<file path="src/rtl/sfd_pkg.sv">
// Shared types and constants for the searchable queue with filtered delete.
// No dependencies; sfd_front, sfd_back and the top level import it.
package sfd_pkg;

  localparam logic [3:0] CMD_PUSH   = 4'd0;
  localparam logic [3:0] CMD_POP    = 4'd1;
  localparam logic [3:0] CMD_PEEK   = 4'd2;
  localparam logic [3:0] CMD_READ   = 4'd3;
  localparam logic [3:0] CMD_FIND   = 4'd4;
  localparam logic [3:0] CMD_DELEQ  = 4'd5;
  localparam logic [3:0] CMD_DELRNG = 4'd6;
  localparam logic [3:0] CMD_DEDUP  = 4'd7;
  localparam logic [3:0] CMD_SUM    = 4'd8;
  localparam logic [3:0] CMD_MIN    = 4'd9;
  localparam logic [3:0] CMD_MAX    = 4'd10;

  localparam logic [2:0] ST_OK      = 3'd0;
  localparam logic [2:0] ST_EMPTY   = 3'd1;
  localparam logic [2:0] ST_FULL    = 3'd2;
  localparam logic [2:0] ST_RANGE   = 3'd3;
  localparam logic [2:0] ST_MISSING = 3'd4;

  typedef enum logic [3:0] {
    OP_PUSH, OP_POP, OP_PEEK, OP_READ, OP_FIND, OP_DEL,
    OP_DEDUP, OP_SUM, OP_MIN, OP_MAX, OP_NOP
  } op_t;

  // Decoded request; del_equal is carried as a range with lo == hi.
  typedef struct packed {
    op_t                op;
    logic signed [31:0] lo;
    logic signed [31:0] hi;
    logic [5:0]         position;
  } job_t;

  typedef enum logic [2:0] {
    S_IDLE, S_START, S_RD, S_EV, S_DUP_RD, S_DUP_EV, S_DONE
  } state_t;

endpackage

</file>
<file path="src/rtl/sfd_req_if.sv">
// Request channel: valid/ready handshake with command payload.
// No dependencies.
interface sfd_req_if;
  logic               valid;
  logic               ready;
  logic [3:0]         cmd;
  logic signed [31:0] operand_value;
  logic signed [31:0] range_high;
  logic [5:0]         position;

  modport source (output valid, cmd, operand_value, range_high, position, input ready);
  modport sink (input valid, cmd, operand_value, range_high, position, output ready);
endinterface

</file>
<file path="src/rtl/sfd_rsp_if.sv">
// Result channel: valid/ready handshake with status, value and occupancy.
// No dependencies.
interface sfd_rsp_if;
  logic               valid;
  logic               ready;
  logic [2:0]         status;
  logic signed [31:0] result_value;
  logic [6:0]         occupancy;

  modport source (output valid, status, result_value, occupancy, input ready);
  modport sink (input valid, status, result_value, occupancy, output ready);
endinterface

</file>
<file path="src/rtl/sfd_front.sv">
// Front end: accepts requests, decodes them and holds them in a two-entry queue.
// Depends on sfd_pkg and sfd_req_if.
module sfd_front import sfd_pkg::*; (
  input  logic       clk,
  input  logic       rst,
  sfd_req_if.sink    req,
  output logic       job_valid,
  output job_t       job,
  input  logic       job_take
);

  job_t       slot [2];
  logic       wr_ptr;
  logic       rd_ptr;
  logic [1:0] fill;
  job_t       decoded;
  logic       push;
  logic       pop;

  always_comb begin
    decoded.lo       = req.operand_value;
    decoded.hi       = req.range_high;
    decoded.position = req.position;
    case (req.cmd)
      CMD_PUSH:   decoded.op = OP_PUSH;
      CMD_POP:    decoded.op = OP_POP;
      CMD_PEEK:   decoded.op = OP_PEEK;
      CMD_READ:   decoded.op = OP_READ;
      CMD_FIND:   decoded.op = OP_FIND;
      CMD_DELEQ: begin
        decoded.op = OP_DEL;
        decoded.hi = req.operand_value;
      end
      CMD_DELRNG: decoded.op = OP_DEL;
      CMD_DEDUP:  decoded.op = OP_DEDUP;
      CMD_SUM:    decoded.op = OP_SUM;
      CMD_MIN:    decoded.op = OP_MIN;
      CMD_MAX:    decoded.op = OP_MAX;
      default:    decoded.op = OP_NOP;
    endcase
  end

  assign req.ready = (fill != 2'd2);
  assign push      = req.valid && req.ready;
  assign pop       = job_take && job_valid;
  assign job_valid = (fill != 2'd0);
  assign job       = slot[rd_ptr];

  always_ff @(posedge clk) begin
    if (push) begin
      slot[wr_ptr] <= decoded;
    end
  end

  always_ff @(posedge clk) begin
    if (rst) begin
      wr_ptr <= 1'b0;
      rd_ptr <= 1'b0;
      fill   <= 2'd0;
    end else begin
      if (push) wr_ptr <= ~wr_ptr;
      if (pop)  rd_ptr <= ~rd_ptr;
      fill <= fill + 2'(push) - 2'(pop);
    end
  end

endmodule

</file>
<file path="src/rtl/sfd_back.sv">
// Back end: entry memory (circular buffer) and the sequencer that executes jobs.
// Depends on sfd_pkg and sfd_rsp_if.
module sfd_back import sfd_pkg::*; #(
  parameter int DEPTH = 64
) (
  input  logic       clk,
  input  logic       rst,
  input  logic       job_valid,
  input  job_t       job,
  output logic       job_take,
  sfd_rsp_if.source  rsp
);

  localparam int IW = (DEPTH > 1) ? $clog2(DEPTH) : 1;
  localparam int CW = $clog2(DEPTH + 1);

  logic signed [31:0] mem [DEPTH];
  logic signed [31:0] rdata;
  logic               rd_en;
  logic [IW-1:0]      rd_addr;
  logic               wr_en;
  logic [IW-1:0]      wr_addr;
  logic signed [31:0] wr_data;

  state_t             state, state_next;
  job_t               cur, cur_next;
  logic [CW-1:0]      count, count_next;
  logic [IW-1:0]      head, head_next;
  logic [CW-1:0]      r, r_next;
  logic [CW-1:0]      w, w_next;
  logic [CW-1:0]      k, k_next;
  logic signed [31:0] cand, cand_next;
  logic [2:0]         status, status_next;
  logic signed [31:0] value, value_next;
  logic               out_valid, out_valid_next;
  logic [2:0]         out_status, out_status_next;
  logic signed [31:0] out_value, out_value_next;
  logic [6:0]         out_occ, out_occ_next;

  logic               last;
  logic               dup_last;
  logic               keep;
  logic               out_free;
  logic               pos_bad;
  logic [31:0]        count_ext;

  // Logical index from the head to a memory address, wrapping at DEPTH.
  function automatic logic [IW-1:0] phys(input logic [IW-1:0] base,
                                         input logic [CW-1:0] idx);
    logic [CW:0] s;
    s = (CW+1)'(base) + (CW+1)'(idx);
    if (s >= (CW+1)'(DEPTH)) s = s - (CW+1)'(DEPTH);
    return s[IW-1:0];
  endfunction

  always_ff @(posedge clk) begin
    if (wr_en) mem[wr_addr] <= wr_data;
    if (rd_en) rdata <= mem[rd_addr];
  end

  assign last      = (r + CW'(1) == count);
  assign dup_last  = (k + CW'(1) == w);
  assign keep      = !((rdata >= cur.lo) && (rdata <= cur.hi));
  assign out_free  = !out_valid || rsp.ready;
  assign pos_bad   = (32'(cur.position) >= 32'(count));
  assign count_ext = 32'(count_next);
  assign job_take  = (state == S_IDLE);

  // Next state.
  always_comb begin
    state_next = state;
    case (state)
      S_IDLE: if (job_valid) state_next = S_START;
      S_START: begin
        case (cur.op)
          OP_PUSH, OP_NOP: state_next = S_DONE;
          OP_READ:         state_next = pos_bad ? S_DONE : S_RD;
          default:         state_next = (count == '0) ? S_DONE : S_RD;
        endcase
      end
      S_RD: state_next = S_EV;
      S_EV: begin
        case (cur.op)
          OP_POP, OP_PEEK, OP_READ: state_next = S_DONE;
          OP_FIND: state_next = ((rdata == cur.lo) || last) ? S_DONE : S_RD;
          OP_DEDUP: begin
            if (w != '0)   state_next = S_DUP_RD;
            else if (last) state_next = S_DONE;
            else           state_next = S_RD;
          end
          default: state_next = last ? S_DONE : S_RD;
        endcase
      end
      S_DUP_RD: state_next = S_DUP_EV;
      S_DUP_EV: begin
        if ((rdata == cand) || dup_last) state_next = last ? S_DONE : S_RD;
        else                             state_next = S_DUP_RD;
      end
      S_DONE: if (out_free) state_next = S_IDLE;
      default: state_next = S_IDLE;
    endcase
  end

  // Datapath and memory controls.
  always_comb begin
    cur_next        = cur;
    count_next      = count;
    head_next       = head;
    r_next          = r;
    w_next          = w;
    k_next          = k;
    cand_next       = cand;
    status_next     = status;
    value_next      = value;
    rd_en           = 1'b0;
    rd_addr         = phys(head, r);
    wr_en           = 1'b0;
    wr_addr         = phys(head, w);
    wr_data         = cand;
    out_valid_next  = out_valid && !rsp.ready;
    out_status_next = out_status;
    out_value_next  = out_value;
    out_occ_next    = out_occ;
    case (state)
      S_IDLE: if (job_valid) cur_next = job;
      S_START: begin
        status_next = ST_OK;
        value_next  = '0;
        r_next      = '0;
        w_next      = '0;
        case (cur.op)
          OP_PUSH: begin
            if (count >= CW'(DEPTH)) begin
              status_next = ST_FULL;
            end else begin
              wr_en      = 1'b1;
              wr_addr    = phys(head, count);
              wr_data    = cur.lo;
              count_next = count + CW'(1);
            end
          end
          OP_POP, OP_PEEK, OP_MIN, OP_MAX:
            if (count == '0) status_next = ST_EMPTY;
          OP_READ: begin
            if (pos_bad) status_next = ST_RANGE;
            else         r_next = CW'(cur.position);
          end
          OP_FIND: begin
            if (count == '0) begin
              status_next = ST_MISSING;
              value_next  = -32'sd1;
            end
          end
          default: ;
        endcase
      end
      S_RD: rd_en = 1'b1;
      S_EV: begin
        case (cur.op)
          OP_POP: begin
            value_next = rdata;
            head_next  = phys(head, CW'(1));
            count_next = count - CW'(1);
          end
          OP_PEEK, OP_READ: value_next = rdata;
          OP_FIND: begin
            if (rdata == cur.lo) begin
              value_next = 32'(r);
            end else if (last) begin
              status_next = ST_MISSING;
              value_next  = -32'sd1;
            end else begin
              r_next = r + CW'(1);
            end
          end
          OP_DEL: begin
            wr_data = rdata;
            if (keep) begin
              wr_en  = 1'b1;
              w_next = w + CW'(1);
            end
            r_next = r + CW'(1);
            if (last) count_next = w_next;
          end
          OP_SUM: begin
            value_next = value + rdata;
            r_next     = r + CW'(1);
          end
          OP_MIN, OP_MAX: begin
            if ((r == '0) || ((cur.op == OP_MIN) && (rdata < value)) ||
                ((cur.op == OP_MAX) && (rdata > value))) begin
              value_next = rdata;
            end
            r_next = r + CW'(1);
          end
          OP_DEDUP: begin
            cand_next = rdata;
            k_next    = '0;
            if (w == '0) begin
              // first entry is always kept
              wr_en   = 1'b1;
              wr_data = rdata;
              w_next  = CW'(1);
              r_next  = r + CW'(1);
              if (last) count_next = CW'(1);
            end
          end
          default: ;
        endcase
      end
      S_DUP_RD: begin
        rd_en   = 1'b1;
        rd_addr = phys(head, k);
      end
      S_DUP_EV: begin
        if (rdata == cand) begin
          r_next = r + CW'(1);
          if (last) count_next = w;
        end else if (dup_last) begin
          wr_en  = 1'b1;
          w_next = w + CW'(1);
          r_next = r + CW'(1);
          if (last) count_next = w_next;
        end else begin
          k_next = k + CW'(1);
        end
      end
      S_DONE: begin
        if (out_free) begin
          out_valid_next  = 1'b1;
          out_status_next = status;
          out_value_next  = value;
          out_occ_next    = count_ext[6:0];
        end
      end
      default: ;
    endcase
  end

  always_ff @(posedge clk) begin
    if (rst) begin
      state     <= S_IDLE;
      count     <= '0;
      head      <= '0;
      out_valid <= 1'b0;
    end else begin
      state     <= state_next;
      count     <= count_next;
      head      <= head_next;
      out_valid <= out_valid_next;
    end
  end

  always_ff @(posedge clk) begin
    cur        <= cur_next;
    r          <= r_next;
    w          <= w_next;
    k          <= k_next;
    cand       <= cand_next;
    status     <= status_next;
    value      <= value_next;
    out_status <= out_status_next;
    out_value  <= out_value_next;
    out_occ    <= out_occ_next;
  end

  assign rsp.valid        = out_valid;
  assign rsp.status       = out_status;
  assign rsp.result_value = out_value;
  assign rsp.occupancy    = out_occ;

endmodule

</file>
<file path="src/rtl/searchable_fifo_with_filtered_delete_unit.sv">
// Top level of the searchable queue with filtered delete.
// Depends on sfd_pkg, sfd_req_if, sfd_rsp_if, sfd_front and sfd_back.
//
// Usage:
//   req  - request channel (valid/ready). A request is taken when valid and
//          ready are both high. Fields: cmd, operand_value, range_high,
//          position.
//   rsp  - result channel (valid/ready). One result per request, in order:
//          status, result_value and occupancy after the command.
// Work per request once the back end picks it up:
//   push, no-op and any early error:   no memory read, straight to done
//   pop, peek, read_at:                one entry read
//   find, sum, min, max, deletes:      a read and evaluate per stored entry (find stops at a match)
//   dedup:                             as above, and each entry is also compared with the kept ones
// The loop is paced by the single read port of the entry memory, whose
// read is registered, so each visited entry takes a read and an evaluate state.
// The front end queues two decoded requests, so requests keep being taken
// while the back end works or a result waits on a stalled receiver, until both slots fill.
// A stalled receiver holds the result register; the back end then waits
// in its done state. Reset empties the queue, the request buffer and the
// result register; memory contents are not cleared and need no sweep.
module searchable_fifo_with_filtered_delete_unit import sfd_pkg::*; #(
  parameter int DEPTH = 64
) (
  input logic     clk,
  input logic     rst,
  sfd_req_if.sink req,
  sfd_rsp_if.source rsp
);

  logic job_valid;
  job_t job;
  logic job_take;

  // Accept and decode; del_equal becomes a range with equal bounds.
  sfd_front u_front (
    .clk       (clk),
    .rst       (rst),
    .req       (req),
    .job_valid (job_valid),
    .job       (job),
    .job_take  (job_take)
  );

  // Execute against the circular entry memory and register the result.
  sfd_back #(
    .DEPTH (DEPTH)
  ) u_back (
    .clk       (clk),
    .rst       (rst),
    .job_valid (job_valid),
    .job       (job),
    .job_take  (job_take),
    .rsp       (rsp)
  );

endmodule
</file>
<file path="src/flat_wrapper.sv">
// flat-port wrapper written by rule: the top's interface ports become plain ports
module searchable_fifo_with_filtered_delete_unit_flat import sfd_pkg::*;
#(
  parameter int DEPTH = 64
)
  (clk, rst, req_valid, req_cmd, req_operand_value, req_range_high, req_position, req_ready, rsp_valid, rsp_status, rsp_result_value, rsp_occupancy, rsp_ready);
  sfd_req_if req_i ();
  sfd_rsp_if rsp_i ();
  input logic clk;
  input logic rst;
  input wire logic [$bits(req_i.valid)-1:0] req_valid;
  input wire logic [$bits(req_i.cmd)-1:0] req_cmd;
  input wire logic [$bits(req_i.operand_value)-1:0] req_operand_value;
  input wire logic [$bits(req_i.range_high)-1:0] req_range_high;
  input wire logic [$bits(req_i.position)-1:0] req_position;
  output wire logic [$bits(req_i.ready)-1:0] req_ready;
  output wire logic [$bits(rsp_i.valid)-1:0] rsp_valid;
  output wire logic [$bits(rsp_i.status)-1:0] rsp_status;
  output wire logic [$bits(rsp_i.result_value)-1:0] rsp_result_value;
  output wire logic [$bits(rsp_i.occupancy)-1:0] rsp_occupancy;
  input wire logic [$bits(rsp_i.ready)-1:0] rsp_ready;
  assign req_i.valid = req_valid;
  assign req_i.cmd = req_cmd;
  assign req_i.operand_value = req_operand_value;
  assign req_i.range_high = req_range_high;
  assign req_i.position = req_position;
  assign req_ready = req_i.ready;
  assign rsp_valid = rsp_i.valid;
  assign rsp_status = rsp_i.status;
  assign rsp_result_value = rsp_i.result_value;
  assign rsp_occupancy = rsp_i.occupancy;
  assign rsp_i.ready = rsp_ready;
  searchable_fifo_with_filtered_delete_unit #(.DEPTH(DEPTH)) u_core (.clk(clk), .rst(rst), .req(req_i), .rsp(rsp_i));
endmodule
</file>
<file path="config.mk">
export PLATFORM = sky130hd
export DESIGN_NAME = searchable_fifo_with_filtered_delete_unit_flat
export DESIGN_NICKNAME = d
export VERILOG_FILES = /design/src/rtl/sfd_pkg.sv /design/src/rtl/sfd_req_if.sv /design/src/rtl/sfd_rsp_if.sv /design/src/rtl/sfd_front.sv /design/src/rtl/sfd_back.sv /design/src/rtl/searchable_fifo_with_filtered_delete_unit.sv /design/src/flat_wrapper.sv
export SDC_FILE = /design/constraint.sdc
export NUM_CORES = 2
export LEC_CHECK = 0
export BUFFER_PORTS_ARGS = -buffer_cell sky130_fd_sc_hd__buf_2
export CAP_MARGIN = 20
export CORE_MARGIN = 2
export CORE_UTILIZATION = 46
export DETAILED_ROUTE_END_ITERATION = 8
export GPL_TIMING_DRIVEN = 0
export PLACE_DENSITY_LB_ADDON = 0.05
export SLEW_MARGIN = 20
export SYNTH_ARGS = -nofsm -noshare
export SYNTH_HDL_FRONTEND = slang
export SYNTH_HIERARCHICAL = 1
export SYNTH_SLANG_ARGS = --single-unit
</file>
<file path="constraint.sdc">
create_clock -name clk -period 10.4 [get_ports clk]
set_clock_uncertainty 0.05 [all_clocks]
set_input_delay 1.04 -clock clk [delete_from_list [all_inputs] [get_ports clk]]
set_output_delay 1.04 -clock clk [all_outputs]
set_load 0.1 [all_outputs]
</file>
Word-level counts from Yosys, hierarchy flattened
Memory sizes are Yosys's and may differ from the RTL's. A register that Yosys moved wholly into a read port is not among the register bits. Cells that the tools add are included. W data, S select, Z words.

Add/subtract/negate cells: 18. Order comparisons: 11. Equal/unequal tests: 49. Muxes and demuxes: 88. Bitwise gates (word level): 2. Reductions and logical operators: 41.

Operators with widths (count): $mux W32 (9); $pmux W32 S2 (3); $mux W7 (21); $pmux W32 S4 (1); $pmux W7 S3 (5); $mux W6 (11); $eq A32 B32 Y1 (2); $pmux W4 S10 (1); $mux W3 (12); $add A32 B32 Y32 (1); $add A6 B7 Y8 (4); $eq A4 B3 Y1 const B (8); $ge A32 B32 Y1 (1); $ge A8 B7 Y1 const B (4); $gt A32 B32 Y1 (1); $le A32 B32 Y1 (1); $lt A32 B32 Y1 (1); $sub A6 B1 Y6 const B (5); $add A7 B1 Y7 const B (4); $pmux W7 S2 (2); $eq A4 B4 Y1 const B (6); $logic_not A7 Y1 (3); $pmux W3 S7 (1); $ne A2 B2 Y1 const B (9); 41 further kinds (93).

Register bits: 151. RAM bits: 2196. Output and inout port bits: 44. Memories: 2.

Memories: u_core.u_back.mem (depth 64, width 32, read ports 1, clocked after Yosys merged registers in 1, wr ports 1, RTL line sfd_back.sv:17) `logic signed [31:0] mem [DEPTH];`; u_core.u_front.slot (depth 2, width 74, read ports 1, clocked after Yosys merged registers in 1, wr ports 1, RTL line sfd_front.sv:12) `job_t slot [2];`.

Logic depth before layout (Yosys ltp)
Depth after elaboration: 7. Gate-level depth with buffers: 16. Gate-level depth less buffers: 14.

Modules after synthesis
Netlist, hierarchy kept.

By module, submodules not included: sfd_back (times used 1, cells an instance 4690, area an instance 94475.6 sq um); sfd_front (times used 1, cells an instance 303, area an instance 6035.8 sq um).

Least setup slack after synthesis
No wires, ideal clock.

Path kind: register to register. Start point: reg u_core.u_front.fill[0]. End point: mem u_core/u_front/slot[0][0] (netlist name), enable pin. Library setup time: 507 ps. Arrival: 4515 ps. Data required time: 9843 ps. Path slack: 5328 ps. Stages on the path, launching flop included: 4. Clock period less this slack: 5072 ps. Cell sequence: dfxtp_1 > nand2b_1 > nand2_1 > nor2_1.

Cells in the longest elaborated chain, start to end: 4.

RTL lines: start, declared (RTL line sfd_front.sv:15) `logic [1:0] fill;`; start signal, assigned (RTL line sfd_front.sv:63) `fill <= fill + 2'(push) - 2'(pop);`; $ne A2 B2 Y1 (RTL line sfd_front.sv:43) `assign req.ready = (fill != 2'd2);`; via req_ready (RTL line flat_wrapper.sv:16) `output wire logic [$bits(req_i.ready)-1:0] req_ready;`; $logic_and A1 B1 Y1 (RTL line sfd_front.sv:44) `assign push = req.valid && req.ready;`; $mux W1 (RTL line sfd_front.sv:50) `if (push) begin`; $mux W1 (not written as such) (RTL line sfd_front.sv:51) `slot[wr_ptr] <= decoded;`; end, declared (RTL line sfd_front.sv:12).

The timed path passes the listed nets, and every way through them passes these cells.

Worst setup path after layout
Start point: reg u_core.u_back.state[2]. End point: reg u_core.u_back.rdata[26], read port of u_core.u_back.mem (data pin).

Cells in the longest elaborated chain, start to end: 3.

RTL lines: start, declared (RTL line sfd_back.sv:25) `state_t state, state_next;`; start signal, assigned (RTL line sfd_back.sv:247) `state <= state_next;`; $eq A3 B3 Y1 or $eq A3 B2 Y1 (tied branches) (RTL line sfd_back.sv:124) `case (state)`; $reduce_or A2 Y1 (no line); $mux W1 (RTL line sfd_back.sv:124); end, declared (RTL line sfd_back.sv:18) `logic signed [31:0] rdata;`.

Several ways; a longest one is shown, not always the timed one. A chain may end at the register's enable or synchronous reset.

==> flow_summary.ini <==
[outcome]
outcome = finished with violations
violations = design-rule violations

[timing]
tns_ns = 0
rsz0062_at_grt = false
worst_slew_pin_slew_ns = 1.35
worst_slack_ns = 2.72
period_minus_slack_ns = 7.68
fmax_ghz = 0.130
finalHoldViolations = 0
drv_slew = 0
period_share_pct = 73.9
setup_viol = 0
relSlewSlack_pct = 9.48

[die]
die_h_microns = 471
start_util_pct = 46.3
fp.dieArea_sq_um = 222000
core_sq_um = 217000
io_pins = 122
die_w_microns = 471
rows = 171

[synthesis]
avgSynthCellArea_sq_um = 20.1
muxShareOfSynthArea_pct = 16.0
synth-edff-count = 2432
synth_ff_type = edfxtp_1
synth_xor_area_share_pct = 0.981
synth_area_sq_um = 101000
synth_top_family_by_area = multiplexers
ys_types = 87
synthSimpleGateAreaFrac_pct = 2.85
syn_inst = 4993
yosys_warnings = 6
synthAdderAreaFrac_pct = 2.07
synth_seq_cells = 2454
async_flop_share_pct = 0
synth_nets = 5234
synth_compound_area_share_pct = 3.29
ys_seq_area_share_pct = 73.1

[critical_path]
cpLargestDelayFamily = buffers and inverters
start_kind = flip-flop
cp_slowest_cell = buf_1
path_cells = clkbuf_1 > nand2b_1 > nor2_1 > nand2_1 > o21ai_0 > ha_1 > inv_1 > fa_1 > clkbuf_1 > clkbuf_1 > buf_1 > clkbuf_1 > mux4_2 > mux4_2 > mux2i_1 > a21oi_1
crit_buf_inv = 6
startpoint = u_core/u_back/state[2]
critPathArrivalTime_ns = 8.22
r2r_start = u_core/u_back/state[2]
reg2reg_to = u_core/u_back/rdata[26]
path_class = flip-flop to flip-flop
r2r_setup_slack_ns = 2.72
crit_top_cell = clkbuf_1
r2r_cells = 16
critical_path.max_stage_delay_ns = 0.93
crit_required_ns = 10.94
cp_max_fo = 10
crit_path_end_kind = flip-flop

[drt]
wl_per_cell_microns = 32.3
vias_per_cell = 6.07
wirelength_microns = 276000
dr.pass1.iters = 9
drcViolationCount = 1
drt_iter0_markers = 6088
vias = 51924
ant_nets = 0

[place]
dpl.hpwl_microns = 191000
portBuffers = 121
pre_cts_ws_ns = 2.78
placedCellCount = 8096
gp_congestion = 0.918

[finish]
layout.nets = 5764
fill_cells = 16730
stdcell_count = 8561
drive_gt1_share_pct = 27.4
final_cell_mix = edfxtp_1 (2,432), mux4_2 (640), clkbuf_16 (285), clkbuf_1 (202), buf_2 (188)
area_delta_synth_final_pct = 15.9
final_common_cell = edfxtp_1

[clock_tree]
htreeDepth = 5
cts.root.buffer_cell = clkbuf_16
clock_path_buffers = 4
clock_latency_ns = 0.92
cts_tree = built
cts_setup_buffers = 0
path_clk_slew_ns = 0.06
post_cts_resized = 0
ctsHoldBuffers = 0
clock-sinks = 2454
cts_buffers = 279

[job]
maxCapViolations = 0

[grt]
grt_pass1_vias = 51495
antenna_found_initial = 14
use_met3_pct = 3.43
globalRoute.busiestLayer = met2
grt_pass1_wl_microns = 391000
overflow = 0
grt_max_degree = 65
track_usage_pct = 24.9
grt_use_met2_pct = 38.6
globalRouteMet1Util_pct = 36.7

[hold_path]
hold_path_class = input port to flip-flop
whs_path_depth = 1
hold_start = req_position[3]
hold-path-endpoint = u_core/u_front/slot[0][3]

[pwr]
p_seq_share_pct = 37.5
p_switching_mw = 11.1
comb_power_share_pct = 34.6
leakage_nw = 37.6
power_mw = 32.4
netSwitchingFraction_pct = 34.1
vdd_ir_drop_max_v = 0.000162
p_int_mw = 21.4
clockPowerShare_pct = 27.9
power_per_cell_area_nw_per_um2 = 278
[worst reg2reg max path: cells and delay by family (launching register included)]
family,cells,cell delay [ns]
buf+inv,6,3.42
mux,3,1.48
simple gates,3,0.98
fa+ha+maj,2,0.72
compound gates,2,0.43
flops,1,0.31
[worst max path at each step]
stage / cells past startpoint / endpoint / slack, ns
global route: 16 / u_core/u_back/rdata[26] / 2.59
CTS: 16 / u_core/u_back/rdata[22] / 2.74
floorplan: 3 / u_core/u_front/slot[0][0] / 5.33
global placement: 16 / u_core/u_back/rdata[26] / 2.63
finish: 16 / u_core/u_back/rdata[26] / 2.72
detailed placement: 16 / u_core/u_back/rdata[22] / 2.78
[power by group through the flow]
| stage | Combinational (mW) | Sequential [mW] | Clock, mW |
|---|---|---|---|
| 5_1_grt | 11.9 | 12.2 | 9.64 |
| 6_report | 11.2 | 12.2 | 9.06 |
| 3_3_place_gp | 11.0 | 12.4 | 0 |
| 3_5_place_dp | 11.3 | 12.3 | 0 |
| 4_1_cts | 11.3 | 12.1 | 9.26 |
| 2_1_floorplan | 7.05 | 12.1 | 0 |
[cells by family (layout without fill, tap and decap cells)]
kind of cell | count (synthesis) | in the layout
multiplexers | 793 | 793
buffers and inverters | 427 | 1136
AND/OR/NAND/NOR | 570 | 570
AO/OA/AOI/OAI | 478 | 478
adder cells (fa/ha/maj) | 164 | 164
other | 0 | 5
XOR/XNOR | 107 | 107
flip-flops | 2454 | 2454
[state kept, by name (all words and copies together) (netlist names), named ones only]
signal                          cells
u_core/u_back/cand                 32
u_core/u_front/fill                 2
u_core/u_back/rsp.status            3
u_core/u_back/k                     7
u_core/u_back/rsp.valid             1
u_core/u_back/count                 7
u_core/u_back/cur                  74
u_core/u_back/status                3
u_core/u_back/r                     7
u_core/u_front/wr_ptr               1
u_core/u_back/rdata                32
u_core/u_back/value                32
u_core/u_front/rd_ptr               1
u_core/u_front/slot               148
u_core/u_back/mem                2048
u_core/u_back/state                 3
u_core/u_back/head                  6
u_core/u_back/rsp.result_value     32
u_core/u_back/rsp.occupancy         7
u_core/u_back/w                     7
[stage by stage]
step                      cell area [sq um]  util (%)  hold WS, ns
after detailed placement             108000      49.9        0.361
after CTS                            117000      53.6        0.206
final                                117000      53.7        0.268
after floorplan                      101000         -        0.350
after global routing                 117000      53.7        0.229
after global placement               105000      48.2        0.359
[cells in the mapped netlist, drive strengths merged (7+ instances only)]
| library cell | count | area, sq um |
|---|---|---|
| and2 | 7 | 43.8 |
| or3 | 14 | 87.6 |
| o211ai | 16 | 174 |
| nand3b | 7 | 52.6 |
| nor2b | 54 | 338 |
| mux2 | 108 | 1220 |
| a222oi | 32 | 320 |
| nand4 | 25 | 171 |
| edfxtp | 2432 | 73000 |
| nor3b | 9 | 83.8 |
| nor3 | 41 | 205 |
| ha | 159 | 1990 |
| a211oi | 48 | 360 |
| inv | 182 | 683 |
| o21a | 11 | 83.8 |
| or2 | 8 | 50.1 |
| a221oi | 29 | 254 |
| xnor2 | 47 | 419 |
| dfxtp | 22 | 440 |
| nor4 | 17 | 131 |
| o31ai | 10 | 75.1 |
| and3 | 21 | 131 |
| nand3 | 34 | 170 |
| o22ai | 20 | 125 |
| mux2i | 45 | 450 |
| nand2b | 20 | 133 |
| mux4 | 640 | 14400 |
| xor2 | 57 | 499 |
| nand2 | 98 | 368 |
| a21o | 21 | 158 |
| buf | 86 | 445 |
| a21oi | 131 | 656 |
| nor2 | 201 | 762 |
| clkbuf | 159 | 597 |
| o21bai | 12 | 90.1 |
| a31oi | 19 | 119 |
| o21ai | 73 | 377 |
[metal layers]
layer	vias up	part of all wire, %	wire (microns)
met5	-	0	0
met4	0	3.4	9450
met3	374	6.5	17900
met2	1952	47	129000
met1	27865	44	120000
li1	21733	-	-
[layout make-up]
class	count	area, sq um	area share [%]
well taps	2854	3570	3.06
plain buffers	245	1060	0.912
multi-input cells	2112	25900	22.2
inverters	182	738	0.633
clock inverters	122	880	0.755
flip-flops and latches	2454	73500	63.0
diodes	5	12.5	0.0107
clock buffers	338	7330	6.29
repair buffers	249	3550	3.05
(Power assumes the default switching activity.)
